**src/hdl/assert_macros.svh**
```systemverilog
// Assertion macros shared by the point-in-polygon RTL.
`ifndef ASSERT_MACROS_SVH
`define ASSERT_MACROS_SVH

// Checked on every clock edge outside reset.
`define PIP_ASSERT(label, prop, msg) \
   label: assert property (@(posedge clock) disable iff (reset) prop) else $error(msg);

// Checked on every clock edge, reset included.
`define PIP_ASSERT_ALWAYS(label, prop, msg) \
   label: assert property (@(posedge clock) prop) else $error(msg);

`endif

```
**src/hdl/pip_pkg.sv**
```systemverilog
// Types and constants shared by the point-in-polygon modules.
package pip_pkg;

   localparam int MAX_VERTICES_DEF = 64;
   localparam int COORD_WIDTH      = 16;
   localparam int VIDX_WIDTH       = 6;
   localparam int COUNT_WIDTH      = 7;
   localparam int MIN_VERTICES     = 3;
   localparam int DIFF_WIDTH       = COORD_WIDTH + 1;
   localparam int PROD_WIDTH       = 2 * DIFF_WIDTH;

   localparam logic OP_WRITE = 1'b0;
   localparam logic OP_QUERY = 1'b1;

   typedef logic signed [COORD_WIDTH-1:0] coord_type;
   typedef logic signed [DIFF_WIDTH-1:0]  diff_type;
   typedef logic signed [PROD_WIDTH-1:0]  prod_type;

   typedef struct packed {
      logic                   op;
      logic [VIDX_WIDTH-1:0]  vertex_index;
      coord_type              coord_x;
      coord_type              coord_y;
   } req_type;

   typedef struct packed {
      logic inside_res;
      logic too_few_vertices;
   } rsp_type;

   typedef struct packed {
      logic wr_en;
      logic start;
      logic rd_en;
      logic edge_en;
      logic load;
      logic few;
   } cmd_type;

   typedef enum logic [1:0] {
      ST_IDLE,
      ST_SCAN,
      ST_DRAIN,
      ST_FINISH
   } state_type;

endpackage

```
**src/hdl/pip_ram.sv**
```systemverilog
// Generic single-write, single-read RAM with registered read data.
module pip_ram #(
   parameter int WIDTH = 32,
   parameter int DEPTH = 64
) (
   input  logic                     clock,
   input  logic                     wr_en,
   input  logic [$clog2(DEPTH)-1:0] wr_addr,
   input  logic [WIDTH-1:0]         wr_data,
   input  logic                     rd_en,
   input  logic [$clog2(DEPTH)-1:0] rd_addr,
   output logic [WIDTH-1:0]         rd_data
);

   logic [WIDTH-1:0] mem_ff [DEPTH];
   logic [WIDTH-1:0] rd_data_ff;

   always_ff @(posedge clock) begin
      if (wr_en) begin
         mem_ff[wr_addr] <= wr_data;
      end
      if (rd_en) begin
         rd_data_ff <= mem_ff[rd_addr];
      end
   end

   assign rd_data = rd_data_ff;

endmodule

```
**src/hdl/pip_ctrl.sv**
```systemverilog
// Controller: request handshake, vertex count register and edge scan sequencing.
`include "assert_macros.svh"

module pip_ctrl #(
   parameter int MAX_VERTICES = pip_pkg::MAX_VERTICES_DEF
) (
   input  logic                               clock,
   input  logic                               reset,
   input  logic                               req_valid,
   input  logic                               req_op,
   output logic                               req_stall,
   output logic                               rsp_valid,
   input  logic                               rsp_stall,
   input  logic                               csr_we,
   input  logic [pip_pkg::COUNT_WIDTH-1:0]    csr_wdata,
   input  logic                               busy,
   output pip_pkg::cmd_type                   cmd,
   output logic [$clog2(MAX_VERTICES)-1:0]    rd_addr
);
   import pip_pkg::*;

   localparam int AW = $clog2(MAX_VERTICES);
   localparam int NW = $clog2(MAX_VERTICES + 1);

   state_type              state_ff, state_in;
   logic [NW-1:0]          cnt_ff, cnt_in;
   logic [NW-1:0]          n_ff, n_in;
   logic                   few_ff, few_in;
   logic [COUNT_WIDTH-1:0] count_ff;
   logic                   rsp_valid_ff, rsp_valid_in;
   logic [NW-1:0]          n_clamp;
   logic                   n_few;

   always_ff @(posedge clock) begin
      if (reset) begin
         state_ff     <= ST_IDLE;
         cnt_ff       <= '0;
         n_ff         <= '0;
         few_ff       <= 1'b0;
         count_ff     <= '0;
         rsp_valid_ff <= 1'b0;
      end else begin
         state_ff     <= state_in;
         cnt_ff       <= cnt_in;
         n_ff         <= n_in;
         few_ff       <= few_in;
         rsp_valid_ff <= rsp_valid_in;
         if (csr_we) begin
            count_ff <= csr_wdata;
         end
      end
   end

   // Clamp the programmed count to the table depth.
   assign n_clamp = (32'(count_ff) > MAX_VERTICES) ? NW'(MAX_VERTICES) : NW'(count_ff);
   assign n_few   = n_clamp < NW'(MIN_VERTICES);

   always_comb begin
      state_in     = state_ff;
      cnt_in       = cnt_ff;
      n_in         = n_ff;
      few_in       = few_ff;
      rsp_valid_in = rsp_valid_ff && rsp_stall;
      cmd          = '0;
      req_stall    = 1'b1;
      unique case (state_ff)
         ST_IDLE: begin
            req_stall = 1'b0;
            if (req_valid) begin
               if (req_op == OP_WRITE) begin
                  cmd.wr_en = 1'b1;
               end else begin
                  cmd.start = 1'b1;
                  n_in      = n_clamp;
                  few_in    = n_few;
                  cnt_in    = '0;
                  state_in  = n_few ? ST_FINISH : ST_SCAN;
               end
            end
         end
         ST_SCAN: begin
            // First read primes the last vertex, then one edge per read.
            cmd.rd_en   = 1'b1;
            cmd.edge_en = (cnt_ff != '0);
            cnt_in      = cnt_ff + NW'(1);
            if (cnt_ff == n_ff) begin
               state_in = ST_DRAIN;
            end
         end
         ST_DRAIN: begin
            if (!busy) begin
               state_in = ST_FINISH;
            end
         end
         ST_FINISH: begin
            // Hold until the output register is free.
            if (!rsp_valid_ff || !rsp_stall) begin
               cmd.load     = 1'b1;
               cmd.few      = few_ff;
               rsp_valid_in = 1'b1;
               state_in     = ST_IDLE;
            end
         end
         default: begin
            state_in = ST_IDLE;
         end
      endcase
   end

   assign rd_addr   = (cnt_ff == '0) ? AW'(n_ff - NW'(1)) : AW'(cnt_ff - NW'(1));
   assign rsp_valid = rsp_valid_ff;

   `PIP_ASSERT(a_finish_after_drain, (state_ff == ST_FINISH) |-> !busy,
      "result loaded while edge pipeline still busy")
   `PIP_ASSERT(a_scan_bound, (state_ff == ST_SCAN) |-> (cnt_ff <= n_ff),
      "edge scan ran past vertex count")
   `PIP_ASSERT(a_rsp_from_finish, $rose(rsp_valid_ff) |-> ($past(state_ff) == ST_FINISH),
      "response raised outside finish state")

endmodule

```
**src/hdl/pip_datapath.sv**
```systemverilog
// Datapath: vertex memory, edge straddle test, cross products and parity.
`include "assert_macros.svh"

module pip_datapath #(
   parameter int MAX_VERTICES = pip_pkg::MAX_VERTICES_DEF
) (
   input  logic                            clock,
   input  logic                            reset,
   input  pip_pkg::cmd_type                cmd,
   input  logic [$clog2(MAX_VERTICES)-1:0] rd_addr,
   input  pip_pkg::req_type                req_data,
   output logic                            busy,
   output pip_pkg::rsp_type                rsp_data
);
   import pip_pkg::*;

   localparam int AW = $clog2(MAX_VERTICES);

   logic                     slot_ok;
   logic [2*COORD_WIDTH-1:0] ram_rd_data;
   coord_type                xi, yi;
   coord_type                px_ff, py_ff;
   coord_type                prev_x_ff, prev_y_ff;
   logic                     rd_v_ff, edge_d1_ff;
   logic                     straddle;
   logic                     a_v_ff, a_edge_ff, a_dypos_ff;
   diff_type                 a_dx_ff, a_dy_ff, a_ax_ff, a_ay_ff;
   logic                     b_v_ff, b_edge_ff, b_dypos_ff;
   prod_type                 b_p1_ff, b_p2_ff;
   logic                     left;
   logic                     parity_ff;
   logic                     rsp_inside_ff, rsp_few_ff;

   assign slot_ok = 32'(req_data.vertex_index) < MAX_VERTICES;

   pip_ram #(
      .WIDTH(2 * COORD_WIDTH),
      .DEPTH(MAX_VERTICES)
   ) u_vertex_ram (
      .clock   (clock),
      .wr_en   (cmd.wr_en && slot_ok),
      .wr_addr (AW'(req_data.vertex_index)),
      .wr_data ({req_data.coord_x, req_data.coord_y}),
      .rd_en   (cmd.rd_en),
      .rd_addr (rd_addr),
      .rd_data (ram_rd_data)
   );

   assign xi = ram_rd_data[2*COORD_WIDTH-1:COORD_WIDTH];
   assign yi = ram_rd_data[COORD_WIDTH-1:0];

   // Edge counts when exactly one end lies strictly above the query y.
   assign straddle = (yi > py_ff) != (prev_y_ff > py_ff);

   assign left = b_dypos_ff ? (b_p1_ff < b_p2_ff) : (b_p2_ff < b_p1_ff);

   always_ff @(posedge clock) begin
      if (reset) begin
         rd_v_ff    <= 1'b0;
         edge_d1_ff <= 1'b0;
         a_v_ff     <= 1'b0;
         a_edge_ff  <= 1'b0;
         b_v_ff     <= 1'b0;
         b_edge_ff  <= 1'b0;
         parity_ff  <= 1'b0;
      end else begin
         rd_v_ff    <= cmd.rd_en;
         edge_d1_ff <= cmd.edge_en;
         a_v_ff     <= rd_v_ff;
         a_edge_ff  <= edge_d1_ff && straddle;
         b_v_ff     <= a_v_ff;
         b_edge_ff  <= a_edge_ff;
         if (cmd.start) begin
            parity_ff <= 1'b0;
         end else if (b_edge_ff && left) begin
            parity_ff <= !parity_ff;
         end
      end
   end

   always_ff @(posedge clock) begin
      if (cmd.start) begin
         px_ff <= req_data.coord_x;
         py_ff <= req_data.coord_y;
      end
      if (rd_v_ff) begin
         prev_x_ff <= xi;
         prev_y_ff <= yi;
      end
      a_dx_ff    <= diff_type'(prev_x_ff) - diff_type'(xi);
      a_dy_ff    <= diff_type'(prev_y_ff) - diff_type'(yi);
      a_ax_ff    <= diff_type'(px_ff) - diff_type'(xi);
      a_ay_ff    <= diff_type'(py_ff) - diff_type'(yi);
      a_dypos_ff <= prev_y_ff > yi;
      b_p1_ff    <= prod_type'(a_ax_ff) * prod_type'(a_dy_ff);
      b_p2_ff    <= prod_type'(a_dx_ff) * prod_type'(a_ay_ff);
      b_dypos_ff <= a_dypos_ff;
      if (cmd.load) begin
         rsp_inside_ff <= cmd.few ? 1'b0 : parity_ff;
         rsp_few_ff    <= cmd.few;
      end
   end

   assign busy                      = rd_v_ff || a_v_ff || b_v_ff;
   assign rsp_data.inside_res       = rsp_inside_ff;
   assign rsp_data.too_few_vertices = rsp_few_ff;

   `PIP_ASSERT_ALWAYS(a_edge_in_flight, a_edge_ff |-> a_v_ff,
      "edge flagged without a memory read behind it")
   `PIP_ASSERT(a_stage_order, b_v_ff |-> $past(a_v_ff),
      "product stage valid without a preceding difference stage")

endmodule

```
**src/hdl/point_in_polygon_crossing_core.sv**
```systemverilog
// Top level of the even-odd point-in-polygon block.
// Holds up to MAX_VERTICES polygon vertices in a single-port-read memory and
// answers point queries by even-odd ray casting with exact cross products.
// A vertex write request is accepted without a response; a query
// with n = min(vertex_count, MAX_VERTICES) of three or more is paced by one
// vertex-memory read per edge plus the difference/multiply/compare pipeline.
// A query with fewer than three vertices answers with too_few_vertices set.
// Requests are taken only while no query is in progress; a finished response
// waits in an output register and does not block the next request.
module point_in_polygon_crossing_core #(
   parameter int MAX_VERTICES = pip_pkg::MAX_VERTICES_DEF
) (
   input  logic                            clock,
   input  logic                            reset,
   input  logic                            req_valid,
   output logic                            req_stall,
   input  pip_pkg::req_type                req_data,
   output logic                            rsp_valid,
   input  logic                            rsp_stall,
   output pip_pkg::rsp_type                rsp_data,
   input  logic                            csr_we,
   input  logic [pip_pkg::COUNT_WIDTH-1:0] csr_wdata
);
   import pip_pkg::*;

   cmd_type                         cmd;
   logic                            busy;
   logic [$clog2(MAX_VERTICES)-1:0] rd_addr;

   pip_ctrl #(
      .MAX_VERTICES(MAX_VERTICES)
   ) u_ctrl (
      .clock     (clock),
      .reset     (reset),
      .req_valid (req_valid),
      .req_op    (req_data.op),
      .req_stall (req_stall),
      .rsp_valid (rsp_valid),
      .rsp_stall (rsp_stall),
      .csr_we    (csr_we),
      .csr_wdata (csr_wdata),
      .busy      (busy),
      .cmd       (cmd),
      .rd_addr   (rd_addr)
   );

   pip_datapath #(
      .MAX_VERTICES(MAX_VERTICES)
   ) u_datapath (
      .clock    (clock),
      .reset    (reset),
      .cmd      (cmd),
      .rd_addr  (rd_addr),
      .req_data (req_data),
      .busy     (busy),
      .rsp_data (rsp_data)
   );

endmodule

```
**config.mk**
```make
export PLATFORM = sky130hd
export DESIGN_NAME = point_in_polygon_crossing_core
export DESIGN_NICKNAME = d
export VERILOG_FILES = /design/src/hdl/pip_pkg.sv /design/src/hdl/pip_ram.sv /design/src/hdl/pip_ctrl.sv /design/src/hdl/pip_datapath.sv /design/src/hdl/point_in_polygon_crossing_core.sv
export VERILOG_INCLUDE_DIRS = /design/src /design/src/hdl
export SDC_FILE = /design/constraint.sdc
export NUM_CORES = 2
export LEC_CHECK = 0
export BUFFER_PORTS_ARGS = -buffer_cell sky130_fd_sc_hd__buf_2
export CORE_MARGIN = 2
export CORE_UTILIZATION = 30
export CTS_CLUSTER_DIAMETER = 40
export DETAILED_ROUTE_END_ITERATION = 7
export MAX_ROUTING_LAYER = met4
export PLACE_DENSITY = 0.56
export SLEW_MARGIN = 30
export SYNTH_ARGS = -nofsm -noshare
export SYNTH_HDL_FRONTEND = slang
export SYNTH_SLANG_ARGS = --single-unit
```
**constraint.sdc**
```tcl
create_clock -name clock -period 6.5 [get_ports clock]
set_clock_uncertainty 0.2 [all_clocks]
set_input_delay 0.975 -clock clock [delete_from_list [all_inputs] [get_ports clock]]
set_output_delay 0.975 -clock clock [all_outputs]
set_load 0.05 [all_outputs]
```
==> flow_metrics.py <==
metrics = {
    "logic_synthesis": {
        "synthCells": 6755,
        "ys.flop_type": "edfxtp_1",
        "seq_area_frac_synth_pct": 60.8,
        "synth_cell_types": 71,
        "synth-adder-area-share_pct": 14.0,
        "synth_edf_count": 2146,
        "synthArstFlopShare_pct": 0,
        "syn_nets": 7695,
        "synth_top_family_by_area": "adder cells",
        "synth-compound-area-share_pct": 2.40,
        "yosysWarnings": 0,
        "synth_xor_area_share_pct": 0.987,
        "post_synth.cell_area_avg_sq_um": 16.5,
        "synth_simple_gate_area_share_pct": 5.60,
        "synth_mux_area_share_pct": 12.6,
        "ys_ff_latch": 2316,
        "syn-cell-area_sq_um": 112000,
    },
    "sta": {
        "finalWorstSetupSlack_ns": 0.257,
        "min_period_over_period_pct": 96.0,
        "hold_viol": 0,
        "tightest_slew_ns": 1.05,
        "setup-violations-final": 0,
        "drv_slew": 0,
        "maxSlewHeadroom_pct": 29.8,
        "hold_slack_ns": 0.135,
        "fmax_mhz": 160,
        "min_period_ns": 6.24,
    },
    "floorplanning": {
        "core.rowCount": 223,
        "ios": 55,
        "die_x_um": 614,
        "dieArea_sq_um": 377000,
        "fp.coreArea_sq_um": 370000,
        "die_y_um": 614,
        "start_util_pct": 30.2,
    },
    "min_path": {
        "worstHoldPathCells": 0,
        "hp-start": "u_datapath.a_dypos_ff",
        "hold_path_end": "u_datapath.b_dypos_ff",
        "min-delay-path-class": "flop to flop",
    },
    "route": {
        "wl_met3_um": 18800,
        "antenna_left": 0,
        "routed_wl_um": 303000,
        "first_pass_iters": 6,
        "top_layer": "met4",
        "met2_length_um": 147000,
        "vias_per_cell": 4.85,
        "met1Wirelength_um": 129000,
        "post_drt_wl_per_cell_um": 24.3,
        "drt_iter0_drc": 5912,
        "drc": 0,
        "vias": 60500,
    },
    "worst_setup_path": {
        "rr_worst_depth": 21,
        "r2r_end": "u_datapath.b_p2_ff[29]",
        "critPathMaxStageDelay_ns": 0.57,
        "crit_required_ns": 7.06,
        "critPathBufInv": 6,
        "path_common_cell": "fa_1",
        "worstPathMaxFanout": 9,
        "cp_cell_sequence": "buf_4, nand2_1, fa_1, inv_1, fa_1, fa_1, fa_1, fa_1, inv_1, fa_1, inv_1, ha_1, a21o_1, a21oi_1, o21ai_0, nand3_1, a31oi_4, a221o_1, buf_4, xor2_1, buf_4",
        "critPathCaptureType": "flop",
        "critical_path_class": "flop to flop",
        "crit_family": "adder cells",
        "cp_data_arrival_time_ns": 6.80,
        "rrSetupSlack_ns": 0.26,
        "critical_path_depth": 21,
        "r2r_start": "u_datapath.a_ay_ff[8]",
        "cp_slowest_cell": "fa_1",
        "start_kind": "flop",
    },
    "cts": {
        "cts-htree-levels": 5,
        "clk_latency_ns": 0.93,
        "cts_buffer_depth": 4,
        "cts_tree": "done",
        "cts.sinks": 2316,
        "root_buffer": "clkbuf_16",
        "cts_buffers": 329,
        "clk_pin_slew_ns": 0.05,
    },
    "outcome": {
        "run_status": "completed",
    },
    "grt": {
        "grt_pass1_wl_um": 445000,
        "antenna_found_initial": 27,
        "grt_max_degree": 88,
        "grt_usage_pct": 16.6,
        "overflow": 0,
        "grt_pass1_vias": 64100,
    },
    "placed_design": {
        "port_buffers": 54,
        "gp_congestion": 0.859,
        "pre_cts_slack_ns": -0.0234,
        "place_hpwl_um": 196000,
        "post_dp_cell_area_sq_um": 120000,
    },
    "cells_and_area": {
        "mostFrequentLayoutCell": "edfxtp_1",
        "drive_above_1_share_pct": 22.0,
        "layout_common_cells": "edfxtp_1 (2146), inv_1 (751), fa_1 (594), mux4_2 (564), nand2_1 (515)",
        "fill_cells": 34600,
        "nets": 8151,
        "final_area_sq_um": 132000,
        "area_growth_pct": 18.4,
    },
    "run": {
        "cap_violations": 0,
    },
}
==> Yosys cell counts (109+ instances only) <==
library cell  count  area [sq um]
mux2i_1         118          1180
nor2_1          197           739
dfxtp_1         170          3400
edfxtp_1       2146         64400
clkbuf_1        175           657
mux4_2          564         12700
inv_1           752          2820
fa_1            596         11900
and2_1          303          1900
a21oi_1         109           546
nand2_1         516          1940
ha_1            293          3670
==> worst max path at each step <==
| stage | to | from | slack, ns |
|---|---|---|---|
| global route | u_datapath.b_p2_ff[29] | u_datapath.a_dx_ff[8] | -0.006 |
| detailed placement | u_datapath.b_p1_ff[33] | u_datapath.a_dy_ff[5] | -0.02 |
| finish | u_datapath.b_p2_ff[29] | u_datapath.a_ay_ff[8] | 0.26 |
| floorplan | u_datapath.b_p1_ff[33] | u_datapath.a_dy_ff[8] | 0.20 |
| global placement | u_datapath.b_p2_ff[32] | u_datapath.a_ay_ff[8] | -0.03 |
| CTS | u_datapath.b_p2_ff[32] | u_datapath.a_ay_ff[8] | 0.0005 |
==> routing by layer <==
metal	vias up	GRT usage, %
li1	25800	-
met1	32200	21.7
met2	1967	27.0
met3	455	2.52
met4	0	4.38
met5	-	-
==> through the flow <==
| step | std cells | util (%) | setup TNS [ns] |
|---|---|---|---|
| 2_1_floorplan | 6755 | - | 0 |
| 3_3_place_gp | 11800 | 32.5 | -0.0321 |
| 3_5_place_dp | 11800 | 32.5 | -0.0234 |
| 4_1_cts | 12400 | 35.7 | 0 |
| 5_1_grt | 12400 | 35.7 | -0.00626 |
| 6_report | 12500 | 35.7 | 0 |
==> state kept, by name, indices dropped and copies added (netlist names), 17 cells and up <==
| register | flops |
|---|---|
| u_datapath.a_dx_ff | 17 |
| u_datapath.b_p1_ff | 34 |
| u_datapath.a_ay_ff | 17 |
| u_datapath.b_p2_ff | 34 |
| u_datapath.u_vertex_ram.mem_ff | 2048 |
| u_datapath.u_vertex_ram.rd_data | 32 |
| u_datapath.a_ax_ff | 17 |
| u_datapath.a_dy_ff | 17 |
==> repair_timing <==
| action | in CTS | in global routing |
|---|---|---|
| pin swaps | 0 | 6 |
| endpoints found under the setup margin | 3 | 18 |
| setup buffers | 0 | 3 |
| resized for setup | 4 | 62 |
| hold buffers | 0 | 0 |
==> final cells by class <==
class / instances / area [sq um] / share of cell area [%]
inverter: 752 / 2830 / 2.14
clock buffer: 374 / 8690 / 6.58
timing repair buffer: 392 / 3240 / 2.45
multi-input combinational: 3420 / 40400 / 30.6
antenna: 15 / 37.5 / 0.0284
tap: 4950 / 6190 / 4.69
sequential: 2316 / 67900 / 51.4
clock inverter: 234 / 2830 / 2.15
==> logic make-up after synthesis <==
family | count (synthesis)
flops | 2316
buf+inv | 1019
compound gates | 407
fa+ha+maj | 889
simple gates | 1302
xor+xnor | 124
mux | 698
Power is left out: the tool's default activity adds up to more than one toggle a clock period on the data nets, which glitch-free logic cannot reach.
